$ cat src/rtl/core/fclt_pkg.sv
// shared types, constants and helpers of the film cadence lock tracker
`default_nettype none

package fclt_pkg;

    localparam int DIFF_FRAC_BITS_DEF = 16;

    localparam int GATE_W  = 10;
    localparam int GAIN_W  = 16;
    localparam int SCORE_W = 5;
    localparam int MISS_W  = 2;
    localparam int HYP_W   = 3;
    localparam int NUM_HYP = 5;
    localparam int CFG_W   = 16;
    localparam int CFG_IDX_W = 3;

    localparam logic [GAIN_W-1:0]  CAP_Q16      = 16'd62915;
    localparam logic [SCORE_W-1:0] SCORE_CAP    = 5'd24;
    localparam logic [SCORE_W-1:0] REPEAT_GAIN  = 5'd3;
    localparam logic [SCORE_W-1:0] WEAK_GAIN    = 5'd1;
    localparam logic [SCORE_W-1:0] CONTRA_LOSS  = 5'd4;

    // register indexes
    localparam logic [CFG_IDX_W-1:0] CFG_LOW_GATE        = 3'd0;
    localparam logic [CFG_IDX_W-1:0] CFG_HIGH_GATE       = 3'd1;
    localparam logic [CFG_IDX_W-1:0] CFG_FLOOR_FALL      = 3'd2;
    localparam logic [CFG_IDX_W-1:0] CFG_FLOOR_RISE      = 3'd3;
    localparam logic [CFG_IDX_W-1:0] CFG_MIN_FLOOR       = 3'd4;
    localparam logic [CFG_IDX_W-1:0] CFG_LOCK_THRESHOLD  = 3'd5;
    localparam logic [CFG_IDX_W-1:0] CFG_LOCK_LEAD       = 3'd6;
    localparam logic [CFG_IDX_W-1:0] CFG_UNLOCK_THRESHOLD = 3'd7;

    localparam logic [GATE_W-1:0]  RST_LOW_GATE         = 10'd358;
    localparam logic [GATE_W-1:0]  RST_HIGH_GATE        = 10'd512;
    localparam logic [GAIN_W-1:0]  RST_FLOOR_FALL       = 16'd19661;
    localparam logic [GAIN_W-1:0]  RST_FLOOR_RISE       = 16'd1311;
    localparam logic [GAIN_W-1:0]  RST_MIN_FLOOR        = 16'd131;
    localparam logic [SCORE_W-1:0] RST_LOCK_THRESHOLD   = 5'd12;
    localparam logic [SCORE_W-1:0] RST_LOCK_LEAD        = 5'd6;
    localparam logic [SCORE_W-1:0] RST_UNLOCK_THRESHOLD = 5'd6;

    localparam logic [1:0] ACT_ADAPT = 2'd0;
    localparam logic [1:0] ACT_HOLD  = 2'd1;
    localparam logic [1:0] ACT_WEAVE = 2'd2;

    localparam logic [HYP_W-1:0] PH_FIRST_REPEAT  = 3'd1;
    localparam logic [HYP_W-1:0] PH_SECOND_REPEAT = 3'd3;

    typedef enum logic [1:0] {
        LVL_LOW  = 2'd0,
        LVL_AMB  = 2'd1,
        LVL_HIGH = 2'd2
    } t_level;

    typedef enum logic [3:0] {
        S_IDLE,
        S_FLOOR_MUL,
        S_FLOOR_UPD,
        S_CAP,
        S_LOW_MUL,
        S_HIGH_MUL,
        S_CLASS,
        S_SCORE,
        S_UNLOCK,
        S_LOCK,
        S_OUT
    } t_state;

    function automatic logic [HYP_W-1:0] phase_of(input logic [HYP_W-1:0] fm,
                                                  input logic [HYP_W-1:0] h);
        logic [HYP_W:0] sum;
        begin
            sum = {1'b0, fm} + {1'b0, h};
            if (sum >= 4'd5) begin
                phase_of = HYP_W'(sum - 4'd5);
            end else begin
                phase_of = HYP_W'(sum);
            end
        end
    endfunction

    function automatic logic [1:0] act_first(input logic [HYP_W-1:0] ph);
        case (ph)
            3'd0: act_first = ACT_HOLD;
            3'd1: act_first = ACT_WEAVE;
            3'd2: act_first = ACT_WEAVE;
            3'd3: act_first = ACT_WEAVE;
            3'd4: act_first = ACT_HOLD;
            default: act_first = ACT_ADAPT;
        endcase
    endfunction

    function automatic logic [1:0] act_second(input logic [HYP_W-1:0] ph);
        case (ph)
            3'd0: act_second = ACT_WEAVE;
            3'd1: act_second = ACT_HOLD;
            3'd2: act_second = ACT_HOLD;
            3'd3: act_second = ACT_WEAVE;
            3'd4: act_second = ACT_WEAVE;
            default: act_second = ACT_ADAPT;
        endcase
    endfunction

    // new score of one hypothesis at phase ph for the field levels l0, l1
    function automatic logic [SCORE_W-1:0] score_step(input logic [SCORE_W-1:0] s,
                                                      input logic [HYP_W-1:0] ph,
                                                      input t_level l0,
                                                      input t_level l1);
        logic r0, r1, w0, w1, mot, e0, e1;
        logic [SCORE_W:0] up;
        begin
            r0  = (l0 == LVL_LOW) && (l1 == LVL_HIGH);
            r1  = (l1 == LVL_LOW) && (l0 == LVL_HIGH);
            w0  = (l0 == LVL_LOW) && (l1 == LVL_AMB);
            w1  = (l1 == LVL_LOW) && (l0 == LVL_AMB);
            mot = (l0 == LVL_HIGH) && (l1 == LVL_HIGH);
            e0  = (ph == PH_FIRST_REPEAT);
            e1  = (ph == PH_SECOND_REPEAT);
            score_step = s;
            if ((r0 && e0) || (r1 && e1)) begin
                up = {1'b0, s} + {1'b0, REPEAT_GAIN};
                score_step = (up > {1'b0, SCORE_CAP}) ? SCORE_CAP : up[SCORE_W-1:0];
            end else if ((w0 && e0) || (w1 && e1)) begin
                up = {1'b0, s} + {1'b0, WEAK_GAIN};
                score_step = (up > {1'b0, SCORE_CAP}) ? SCORE_CAP : up[SCORE_W-1:0];
            end else if (r0 || r1 || (mot && (e0 || e1))) begin
                score_step = (s > CONTRA_LOSS) ? (s - CONTRA_LOSS) : '0;
            end
        end
    endfunction

endpackage

`default_nettype wire

$ cat src/rtl/core/fclt_in_if.sv
// frame channel into the cadence tracker
`default_nettype none

interface fclt_in_if
    import fclt_pkg::*;
#(
    parameter int DIFF_FRAC_BITS = DIFF_FRAC_BITS_DEF
) ();
    localparam int DW = DIFF_FRAC_BITS + 2;

    logic          valid;
    logic          ready;
    logic [DW-1:0] diff_first;
    logic [DW-1:0] diff_second;
    logic [DW-1:0] noise_hint;
    logic [2:0]    frame_mod_five;

    modport source (output valid, diff_first, diff_second, noise_hint, frame_mod_five,
                    input ready);
    modport sink   (input valid, diff_first, diff_second, noise_hint, frame_mod_five,
                    output ready);
endinterface

`default_nettype wire

$ cat src/rtl/core/fclt_out_if.sv
// result channel out of the cadence tracker
`default_nettype none

interface fclt_out_if
    import fclt_pkg::*;
#(
    parameter int DIFF_FRAC_BITS = DIFF_FRAC_BITS_DEF
) ();
    localparam int DW = DIFF_FRAC_BITS + 2;

    logic          valid;
    logic          ready;
    logic          is_locked;
    logic [2:0]    cadence_phase;
    logic [1:0]    action_first_field;
    logic [1:0]    action_second_field;
    logic [DW-1:0] floor_level;

    modport source (output valid, is_locked, cadence_phase, action_first_field,
                    action_second_field, floor_level, input ready);
    modport sink   (input valid, is_locked, cadence_phase, action_first_field,
                    action_second_field, floor_level, output ready);
endinterface

`default_nettype wire

$ cat src/rtl/core/fclt_mul.sv
// shared unsigned multiplier with registered product
`default_nettype none

module fclt_mul
    import fclt_pkg::*;
#(
    parameter int A_WIDTH = DIFF_FRAC_BITS_DEF + 2,
    parameter int B_WIDTH = GAIN_W
) (
    input  wire logic                       i_clk,
    input  wire logic [A_WIDTH-1:0]         i_a,
    input  wire logic [B_WIDTH-1:0]         i_b,
    output logic      [A_WIDTH+B_WIDTH-1:0] o_prod
);
    logic [A_WIDTH+B_WIDTH-1:0] r_prod;

    always_ff @(posedge i_clk) begin
        r_prod <= (A_WIDTH+B_WIDTH)'(i_a) * (A_WIDTH+B_WIDTH)'(i_b);
    end

    assign o_prod = r_prod;
endmodule

`default_nettype wire

$ cat src/rtl/core/film_cadence_lock_tracker_core.sv
// film cadence lock tracker: 3:2 pulldown detection, lock tracking and field actions
// Each frame transaction is worked through a sequencer around one shared
// multiplier: floor step, hint cap, low gate and high gate products are formed
// one after another, then levels, scores, unlock and lock are settled in turn.
// The next frame is accepted only when the sequencer is back in idle, which
// it reaches in the same cycle as the result is first offered; a stalled
// result holds the sequencer in its last step until the output register
// frees up. The noise floor is seeded from the smaller field difference of
// the first frame after reset. Configuration is written through a plain write
// port while idle, a rule for the user that the block itself does not enforce.
`default_nettype none

module film_cadence_lock_tracker_core
    import fclt_pkg::*;
#(
    parameter int DIFF_FRAC_BITS = DIFF_FRAC_BITS_DEF
) (
    input  wire logic                 i_clk,
    input  wire logic                 i_rst_n,
    fclt_in_if.sink                   i_in,
    fclt_out_if.source                o_out,
    input  wire logic                 i_cfg_we,
    input  wire logic [CFG_IDX_W-1:0] i_cfg_idx,
    input  wire logic [CFG_W-1:0]     i_cfg_data
);
    localparam int DW = DIFF_FRAC_BITS + 2;
    // floor is kept at least as wide as min_floor
    localparam int FW = (DW > GAIN_W) ? DW : GAIN_W;
    localparam int PW = FW + GAIN_W;

    t_state r_state, n_state;

    logic [DW-1:0] r_d0, n_d0, r_d1, n_d1, r_hint, n_hint, r_m, n_m;
    logic [HYP_W-1:0] r_fm, n_fm;

    logic [FW-1:0]      r_floor, n_floor;
    logic               r_seeded, n_seeded;
    logic [SCORE_W-1:0] r_score [NUM_HYP];
    logic [SCORE_W-1:0] n_score [NUM_HYP];
    logic               r_lock, n_lock;
    logic [HYP_W-1:0]   r_lhyp, n_lhyp;
    logic [MISS_W-1:0]  r_miss, n_miss;

    logic   r_lo0, n_lo0, r_lo1, n_lo1;
    t_level r_lvl0, n_lvl0, r_lvl1, n_lvl1;

    logic [GATE_W-1:0]  r_low_gate, r_high_gate;
    logic [GAIN_W-1:0]  r_floor_fall, r_floor_rise, r_min_floor;
    logic [SCORE_W-1:0] r_lock_threshold, r_lock_lead, r_unlock_threshold;

    logic          r_out_valid, n_out_valid;
    logic          r_o_locked, n_o_locked;
    logic [2:0]    r_o_phase, n_o_phase;
    logic [1:0]    r_o_act0, n_o_act0, r_o_act1, n_o_act1;
    logic [DW-1:0] r_o_floor, n_o_floor;

    logic [FW-1:0]     mul_a;
    logic [GAIN_W-1:0] mul_b;
    logic [PW-1:0]     prod;

    fclt_mul #(
        .A_WIDTH (FW),
        .B_WIDTH (GAIN_W)
    ) u_mul (
        .i_clk  (i_clk),
        .i_a    (mul_a),
        .i_b    (mul_b),
        .o_prod (prod)
    );

    assign i_in.ready                = (r_state == S_IDLE);
    assign o_out.valid               = r_out_valid;
    assign o_out.is_locked           = r_o_locked;
    assign o_out.cadence_phase       = r_o_phase;
    assign o_out.action_first_field  = r_o_act0;
    assign o_out.action_second_field = r_o_act1;
    assign o_out.floor_level         = r_o_floor;

    always_comb begin
        logic [DW-1:0]      m_in;
        logic [FW-1:0]      m_ext;
        logic [PW:0]        rnd;
        logic [FW-1:0]      step;
        logic [FW-1:0]      fl;
        logic [HYP_W-1:0]   ph;
        t_level             e_lvl;
        logic [SCORE_W-1:0] other;
        logic [SCORE_W-1:0] second;
        logic [HYP_W-1:0]   best;
        logic               broke;

        n_state     = r_state;
        n_d0        = r_d0;
        n_d1        = r_d1;
        n_hint      = r_hint;
        n_m         = r_m;
        n_fm        = r_fm;
        n_floor     = r_floor;
        n_seeded    = r_seeded;
        n_score     = r_score;
        n_lock      = r_lock;
        n_lhyp      = r_lhyp;
        n_miss      = r_miss;
        n_lo0       = r_lo0;
        n_lo1       = r_lo1;
        n_lvl0      = r_lvl0;
        n_lvl1      = r_lvl1;
        n_out_valid = r_out_valid & ~o_out.ready;
        n_o_locked  = r_o_locked;
        n_o_phase   = r_o_phase;
        n_o_act0    = r_o_act0;
        n_o_act1    = r_o_act1;
        n_o_floor   = r_o_floor;
        mul_a       = '0;
        mul_b       = '0;

        m_in   = '0;
        m_ext  = FW'(r_m);
        rnd    = {1'b0, prod} + (PW+1)'(32768);
        step   = rnd[PW-1:GAIN_W];
        fl     = r_floor;
        ph     = '0;
        e_lvl  = LVL_AMB;
        other  = '0;
        second = '0;
        best   = '0;
        broke  = 1'b0;

        case (r_state)
            S_IDLE: begin
                if (i_in.valid) begin
                    n_d0   = i_in.diff_first;
                    n_d1   = i_in.diff_second;
                    n_hint = i_in.noise_hint;
                    m_in   = (i_in.diff_first < i_in.diff_second) ?
                             i_in.diff_first : i_in.diff_second;
                    n_m    = m_in;
                    n_fm   = (i_in.frame_mod_five >= 3'd5) ?
                             (i_in.frame_mod_five - 3'd5) : i_in.frame_mod_five;
                    n_state = S_FLOOR_MUL;
                end
            end
            S_FLOOR_MUL: begin
                if (m_ext < r_floor) begin
                    mul_a = r_floor - m_ext;
                    mul_b = r_floor_fall;
                end else begin
                    mul_a = m_ext - r_floor;
                    mul_b = r_floor_rise;
                end
                n_state = S_FLOOR_UPD;
            end
            S_FLOOR_UPD: begin
                // rounded step never passes m, so no clamp is needed
                if (!r_seeded) begin
                    n_floor  = m_ext;
                    n_seeded = 1'b1;
                end else if (m_ext < r_floor) begin
                    n_floor = r_floor - step;
                end else begin
                    n_floor = r_floor + step;
                end
                mul_a   = FW'(r_hint);
                mul_b   = CAP_Q16;
                n_state = S_CAP;
            end
            S_CAP: begin
                if ((r_hint != '0) && (fl > step)) begin
                    fl = step;
                end
                if (fl < FW'(r_min_floor)) begin
                    fl = FW'(r_min_floor);
                end
                n_floor = fl;
                n_state = S_LOW_MUL;
            end
            S_LOW_MUL: begin
                mul_a   = r_floor;
                mul_b   = GAIN_W'(r_low_gate);
                n_state = S_HIGH_MUL;
            end
            S_HIGH_MUL: begin
                mul_a   = r_floor;
                mul_b   = GAIN_W'(r_high_gate);
                n_lo0   = PW'({r_d0, 8'h00}) < prod;
                n_lo1   = PW'({r_d1, 8'h00}) < prod;
                n_state = S_CLASS;
            end
            S_CLASS: begin
                // low test wins when the gates are out of order
                if (r_lo0) begin
                    n_lvl0 = LVL_LOW;
                end else if (PW'({r_d0, 8'h00}) > prod) begin
                    n_lvl0 = LVL_HIGH;
                end else begin
                    n_lvl0 = LVL_AMB;
                end
                if (r_lo1) begin
                    n_lvl1 = LVL_LOW;
                end else if (PW'({r_d1, 8'h00}) > prod) begin
                    n_lvl1 = LVL_HIGH;
                end else begin
                    n_lvl1 = LVL_AMB;
                end
                n_state = S_SCORE;
            end
            S_SCORE: begin
                if (r_lock) begin
                    ph = phase_of(r_fm, r_lhyp);
                    if ((ph == PH_FIRST_REPEAT) || (ph == PH_SECOND_REPEAT)) begin
                        e_lvl = (ph == PH_FIRST_REPEAT) ? r_lvl0 : r_lvl1;
                        if (e_lvl == LVL_HIGH) begin
                            if (r_miss != 2'd3) begin
                                n_miss = r_miss + 2'd1;
                            end
                        end else if (e_lvl == LVL_LOW) begin
                            n_miss = '0;
                        end
                    end
                end
                for (int h = 0; h < NUM_HYP; h++) begin
                    n_score[h] = score_step(r_score[h], phase_of(r_fm, HYP_W'(h)),
                                            r_lvl0, r_lvl1);
                end
                n_state = S_UNLOCK;
            end
            S_UNLOCK: begin
                for (int h = 0; h < NUM_HYP; h++) begin
                    if ((HYP_W'(h) != r_lhyp) && (r_score[h] > other)) begin
                        other = r_score[h];
                    end
                end
                broke = (r_miss >= 2'd2);
                if (r_lock && (broke || (r_score[r_lhyp] < r_unlock_threshold) ||
                               (other > r_score[r_lhyp]))) begin
                    if (broke) begin
                        n_score[r_lhyp] = '0;
                    end
                    n_lock = 1'b0;
                end
                n_state = S_LOCK;
            end
            S_LOCK: begin
                for (int h = 1; h < NUM_HYP; h++) begin
                    if (r_score[h] > r_score[best]) begin
                        best = HYP_W'(h);
                    end
                end
                for (int h = 0; h < NUM_HYP; h++) begin
                    if ((HYP_W'(h) != best) && (r_score[h] > second)) begin
                        second = r_score[h];
                    end
                end
                if (!r_lock && (r_score[best] >= r_lock_threshold) &&
                    ((r_score[best] - second) >= r_lock_lead)) begin
                    n_lock = 1'b1;
                    n_lhyp = best;
                    n_miss = '0;
                end
                n_state = S_OUT;
            end
            S_OUT: begin
                if (!r_out_valid || o_out.ready) begin
                    n_out_valid = 1'b1;
                    n_o_locked  = r_lock;
                    n_o_phase   = '0;
                    n_o_act0    = ACT_ADAPT;
                    n_o_act1    = ACT_ADAPT;
                    n_o_floor   = r_floor[DW-1:0];
                    if (r_lock) begin
                        ph = phase_of(r_fm, r_lhyp);
                        n_o_phase = ph;
                        // a moved repeat field falls back to adaptive on both fields
                        if (!(((ph == PH_FIRST_REPEAT) && (r_lvl0 == LVL_HIGH)) ||
                              ((ph == PH_SECOND_REPEAT) && (r_lvl1 == LVL_HIGH)))) begin
                            n_o_act0 = act_first(ph);
                            n_o_act1 = act_second(ph);
                        end
                    end
                    n_state = S_IDLE;
                end
            end
            default: begin
                n_state = S_IDLE;
            end
        endcase
    end

    always_ff @(posedge i_clk) begin
        if (!i_rst_n) begin
            r_state            <= S_IDLE;
            r_floor            <= '0;
            r_seeded           <= 1'b0;
            r_score            <= '{default: '0};
            r_lock             <= 1'b0;
            r_lhyp             <= '0;
            r_miss             <= '0;
            r_out_valid        <= 1'b0;
            r_low_gate         <= RST_LOW_GATE;
            r_high_gate        <= RST_HIGH_GATE;
            r_floor_fall       <= RST_FLOOR_FALL;
            r_floor_rise       <= RST_FLOOR_RISE;
            r_min_floor        <= RST_MIN_FLOOR;
            r_lock_threshold   <= RST_LOCK_THRESHOLD;
            r_lock_lead        <= RST_LOCK_LEAD;
            r_unlock_threshold <= RST_UNLOCK_THRESHOLD;
        end else begin
            r_state     <= n_state;
            r_floor     <= n_floor;
            r_seeded    <= n_seeded;
            r_score     <= n_score;
            r_lock      <= n_lock;
            r_lhyp      <= n_lhyp;
            r_miss      <= n_miss;
            r_out_valid <= n_out_valid;
            if (i_cfg_we) begin
                case (i_cfg_idx)
                    CFG_LOW_GATE:         r_low_gate         <= i_cfg_data[GATE_W-1:0];
                    CFG_HIGH_GATE:        r_high_gate        <= i_cfg_data[GATE_W-1:0];
                    CFG_FLOOR_FALL:       r_floor_fall       <= i_cfg_data[GAIN_W-1:0];
                    CFG_FLOOR_RISE:       r_floor_rise       <= i_cfg_data[GAIN_W-1:0];
                    CFG_MIN_FLOOR:        r_min_floor        <= i_cfg_data[GAIN_W-1:0];
                    CFG_LOCK_THRESHOLD:   r_lock_threshold   <= i_cfg_data[SCORE_W-1:0];
                    CFG_LOCK_LEAD:        r_lock_lead        <= i_cfg_data[SCORE_W-1:0];
                    CFG_UNLOCK_THRESHOLD: r_unlock_threshold <= i_cfg_data[SCORE_W-1:0];
                    default: begin
                    end
                endcase
            end
        end
    end

    always_ff @(posedge i_clk) begin
        r_d0       <= n_d0;
        r_d1       <= n_d1;
        r_hint     <= n_hint;
        r_m        <= n_m;
        r_fm       <= n_fm;
        r_lo0      <= n_lo0;
        r_lo1      <= n_lo1;
        r_lvl0     <= n_lvl0;
        r_lvl1     <= n_lvl1;
        r_o_locked <= n_o_locked;
        r_o_phase  <= n_o_phase;
        r_o_act0   <= n_o_act0;
        r_o_act1   <= n_o_act1;
        r_o_floor  <= n_o_floor;
    end
endmodule

`default_nettype wire
$ cat src/flat_wrapper.sv
// flat-port wrapper written by rule: the top's interface ports become plain ports
module film_cadence_lock_tracker_core_flat import fclt_pkg::*;
#(
    parameter int DIFF_FRAC_BITS = DIFF_FRAC_BITS_DEF
)
  (i_clk, i_rst_n, i_cfg_we, i_cfg_idx, i_cfg_data, i_in_valid, i_in_diff_first, i_in_diff_second, i_in_noise_hint, i_in_frame_mod_five, i_in_ready, o_out_valid, o_out_is_locked, o_out_cadence_phase, o_out_action_first_field, o_out_action_second_field, o_out_floor_level, o_out_ready);
  fclt_in_if #(.DIFF_FRAC_BITS(DIFF_FRAC_BITS)) i_in_i ();
  fclt_out_if #(.DIFF_FRAC_BITS(DIFF_FRAC_BITS)) o_out_i ();
  input  wire logic i_clk;
  input  wire logic i_rst_n;
  input  wire logic i_cfg_we;
  input  wire logic [CFG_IDX_W-1:0] i_cfg_idx;
  input  wire logic [CFG_W-1:0] i_cfg_data;
  input wire logic [$bits(i_in_i.valid)-1:0] i_in_valid;
  input wire logic [$bits(i_in_i.diff_first)-1:0] i_in_diff_first;
  input wire logic [$bits(i_in_i.diff_second)-1:0] i_in_diff_second;
  input wire logic [$bits(i_in_i.noise_hint)-1:0] i_in_noise_hint;
  input wire logic [$bits(i_in_i.frame_mod_five)-1:0] i_in_frame_mod_five;
  output wire logic [$bits(i_in_i.ready)-1:0] i_in_ready;
  output wire logic [$bits(o_out_i.valid)-1:0] o_out_valid;
  output wire logic [$bits(o_out_i.is_locked)-1:0] o_out_is_locked;
  output wire logic [$bits(o_out_i.cadence_phase)-1:0] o_out_cadence_phase;
  output wire logic [$bits(o_out_i.action_first_field)-1:0] o_out_action_first_field;
  output wire logic [$bits(o_out_i.action_second_field)-1:0] o_out_action_second_field;
  output wire logic [$bits(o_out_i.floor_level)-1:0] o_out_floor_level;
  input wire logic [$bits(o_out_i.ready)-1:0] o_out_ready;
  assign i_in_i.valid = i_in_valid;
  assign i_in_i.diff_first = i_in_diff_first;
  assign i_in_i.diff_second = i_in_diff_second;
  assign i_in_i.noise_hint = i_in_noise_hint;
  assign i_in_i.frame_mod_five = i_in_frame_mod_five;
  assign i_in_ready = i_in_i.ready;
  assign o_out_valid = o_out_i.valid;
  assign o_out_is_locked = o_out_i.is_locked;
  assign o_out_cadence_phase = o_out_i.cadence_phase;
  assign o_out_action_first_field = o_out_i.action_first_field;
  assign o_out_action_second_field = o_out_i.action_second_field;
  assign o_out_floor_level = o_out_i.floor_level;
  assign o_out_i.ready = o_out_ready;
  film_cadence_lock_tracker_core #(.DIFF_FRAC_BITS(DIFF_FRAC_BITS)) u_core (.i_clk(i_clk), .i_rst_n(i_rst_n), .i_in(i_in_i), .o_out(o_out_i), .i_cfg_we(i_cfg_we), .i_cfg_idx(i_cfg_idx), .i_cfg_data(i_cfg_data));
endmodule
$ cat config.mk
export PLATFORM = sky130hd
export DESIGN_NAME = film_cadence_lock_tracker_core_flat
export DESIGN_NICKNAME = d
export VERILOG_FILES = /design/src/rtl/core/fclt_pkg.sv /design/src/rtl/core/fclt_in_if.sv /design/src/rtl/core/fclt_out_if.sv /design/src/rtl/core/fclt_mul.sv /design/src/rtl/core/film_cadence_lock_tracker_core.sv /design/src/flat_wrapper.sv
export SDC_FILE = /design/constraint.sdc
export NUM_CORES = 2
export LEC_CHECK = 0
export ABC_AREA = 1
export BUFFER_PORTS_ARGS = -buffer_cell sky130_fd_sc_hd__buf_2
export CORE_MARGIN = 5
export CORE_UTILIZATION = 29
export DETAILED_ROUTE_END_ITERATION = 8
export GPL_ROUTABILITY_DRIVEN = 0
export HOLD_SLACK_MARGIN = 0.03
export PLACE_DENSITY_LB_ADDON = 0.25
export SLEW_MARGIN = 20
export SYNTH_ARGS = -nofsm -noshare
export SYNTH_HDL_FRONTEND = slang
export SYNTH_SLANG_ARGS = --single-unit
export TNS_END_PERCENT = 5
$ cat constraint.sdc
create_clock -name i_clk -period 10.5 [get_ports i_clk]
set_input_delay 2.1 -clock i_clk [delete_from_list [all_inputs] [get_ports i_clk]]
set_output_delay 2.1 -clock i_clk [all_outputs]
set_load 0.1 [all_outputs]
==> flow_metrics.env <==
export IMPL_grt_max_degree=76
export IMPL_yosys_area_top_type="ha_1"
export IMPL_clock_root_buffer="clkbuf_16"
export IMPL_synth_edff_count=107
export IMPL_clk_latency_ns=0.56
export IMPL_drt_iter0_drc=1979
export IMPL_wire_per_inst_um=18.7
export IMPL_core_um2=107000
export IMPL_synth_ff_type="dfxtp_1"
export IMPL_crit_path_top_delay_cell="fa_2"
export IMPL_initial_core_util=0.292
export IMPL_post_dp_hpwl_mm=86.8
export IMPL_status="complete, but fails checks"
export IMPL_synthCells=4118
export IMPL_cts_sinks=279
export IMPL_syn_avg_cell_area_um2=7.58
export IMPL_grt_pass1_vias=27731
export IMPL_first_pass_iters=6
export IMPL_register_area_um2=6670
export IMPL_final_cell_mix="736 x nand2_1, 721 x inv_1, 370 x ha_1"
export IMPL_critPathKind="flop to flop"
export IMPL_antenna_left=0
export IMPL_grt_overflow=0
export IMPL_cts_htree_levels=2
export IMPL_power_leakage_uw=0.0176
export IMPL_cp_start_kind="flop"
export IMPL_synth_area_top_cells="ha_1 15%, fa_1 15%, dfxtp_1 11%, edfxtp_1 10%, nand2_1 9.2%"
export IMPL_finClkSkew_ns=0.0383
export IMPL_crit_path_max_incr_delay_ns=0.39
export IMPL_finalWorstSetupSlack_ns=-0.309
export IMPL_maxSlewViolCount=0
export IMPL_fin_nets=5011
export IMPL_slew_headroom=0.253
export IMPL_multi_input_area_um2=21900
export IMPL_cts_tree="built"
export IMPL_clkTransAtPathRegs_ns=0.06
export IMPL_die_y_um=338
export IMPL_grt_util_all_layers=0.185
export IMPL_path_max_fanout=7
export IMPL_final_common_cell="nand2_1"
export IMPL_p_total_uw=7200
export IMPL_netlist_cell_type_count=76
export IMPL_route_detailed_drc=0
export IMPL_syn_nets=4809
export IMPL_numPortBuffers=108
export IMPL_vdd_drop_max_mv=0.152
export IMPL_fp_row_count=120
export IMPL_die_x_um=338
export IMPL_vias=28348
export IMPL_finalHoldViolations=0
export IMPL_finalCritPeriodShare=1.03
export IMPL_tns_ns=-1.49
export IMPL_dieArea_um2=114000
export IMPL_area_growth_pct=16.3
export IMPL_end_kind="flop"
export IMPL_viasPerCell=4.93
export IMPL_drive_gt1_frac=0.130
export IMPL_synthDominantCellAreaShare=0.153
export IMPL_antenna_found_initial=7
export IMPL_setup_viol=6
export IMPL_cap_violations=0
export IMPL_rsz0062_at_grt="yes"
export IMPL_crit_required_ns=10.94
export IMPL_cts_buffers=35
export IMPL_min_period_ns=10.81
export IMPL_synthesis_area_um2=31200
export IMPL_grt_pass1_wl_mm=165
export IMPL_async_reset_ff_frac=0
export IMPL_violations="negative setup slack"
export IMPL_ys_seq_area_frac=0.213
export IMPL_critPathMostFrequentCell="nand2_4"
export IMPL_synth_seq_cells=279
export IMPL_worstMarginPinSlew_ns=1.12
export IMPL_arrival_ns=11.25
export IMPL_post_route_util=0.339
export IMPL_fill_cells=11359
export IMPL_clk_path_buf_depth=3
export IMPL_fmax_mhz=92.5
export IMPL_hold_path_class="flop to flop"
export IMPL_yosys_warnings=0
export IMPL_routed_wl_mm=107
export IMPL_io_pins=109
export IMPL_power_density_nw_per_um2=198
where the power goes:
group          internal, µW  switching [µW]
clock                   772             500
combinational          1670            2900
sequential             1260            96.1
path summary, 6_finish.rpt:
kind | startpoint | end | cells after the start | slack, ns
max | u_core.r_score[22] | u_core.r_miss[1] | 84 | -0.31
min | u_core.r_unlock_threshold[0] | u_core.r_unlock_threshold[0] | 2 | 0.45
max reg2reg | u_core.r_score[22] | u_core.r_miss[1] | 84 | -0.31
min reg2reg | u_core.r_unlock_threshold[0] | u_core.r_unlock_threshold[0] | 2 | 0.45
synthesized netlist by cell type (all sizes together), types with 21 or more instances:
cell type / count
nand2: 789
inv: 738
ha: 381
nor2: 322
o21ai: 313
a21oi: 304
fa: 229
nand3: 189
dfxtp: 172
clkbuf: 118
edfxtp: 107
xor2: 76
nand4: 29
nor3: 29
o22ai: 27
o211ai: 25
a211oi: 21
a31oi: 21
xnor2: 21
layer usage:
metal / vias to the layer above / track usage / share of wire
met5: - / 0 / 0
met4: 0 / 0.0518 / 0.030
met3: 159 / 0.0244 / 0.058
met2: 824 / 0.308 / 0.46
met1: 13538 / 0.253 / 0.45
li1: 13827 / - / -
final cells by class:
| class | instances | area share |
|---|---|---|
| tap | 1403 | 0.0484 |
| multi-input combinational | 2961 | 0.602 |
| clock buffer | 48 | 0.0266 |
| timing repair buffer | 294 | 0.0543 |
| sequential | 279 | 0.184 |
| inverter | 749 | 0.0783 |
| clock inverter | 15 | 0.00617 |
| antenna | 2 | 0.000138 |
what timing repair did:
| action | 4_1_cts | 5_1_grt |
|---|---|---|
| cloned | 1 | 0 |
| hold buffers | 0 | 0 |
| gates resized for setup | 38 | 61 |
| pin swaps | 63 | 63 |
| buffers inserted | 17 | 10 |
| endpoints found under the setup margin | 6 | 8 |
flip-flops by register name (all words and copies together), names as in the netlist, 4 cells and up:
signal                     count
u_core.r_d1                   18
u_core.r_floor_rise           16
u_core.r_m                    18
u_core.r_low_gate             10
u_core.r_d0                   18
u_core.r_unlock_threshold      5
u_core.r_floor_fall           16
u_core.r_hint                 18
u_core.o_out.floor_level      18
u_core.u_mul.o_prod           34
u_core.r_lock_threshold        5
u_core.r_lock_lead             5
u_core.r_min_floor            16
u_core.r_state                 4
u_core.r_score                25
u_core.r_floor                18
u_core.r_high_gate            10
logic make-up (layout without fill, tap and decap cells):
logic type	count (synthesis)	count (layout)	share of synthesized area
AOI/OAI and AO/OA	850	850	0.159
adders and majority gates	610	610	0.300
xor gates and xnor gates	97	97	0.0275
buffers and inverters	879	1106	0.106
other	0	2	0
DFF	279	279	0.213
and+or+nand+nor	1398	1399	0.192
muxes	5	5	0.00160
through the flow:
step	hold WS, ns	setup WS [ns]	cells	cell area (µm²)
after global routing	0.483	-1.02	5749	36300
after global placement	0.433	-0.169	5658	34500
after CTS	0.452	0.00237	5739	36000
final	0.453	-0.309	5751	36300
after detailed placement	0.437	-0.355	5658	34500
after floorplan	0.424	-0.0790	4118	31500
worst max-delay path: cells and delay by family (launching register included):
family,cells,cell delay (ns)
compound gates,16,1.88
fa+ha+maj,11,2.92
buf+inv,14,1.24
flops,1,0.36
simple gates,42,4.10
xor+xnor,1,0.14
(Power assumes the default switching activity.)
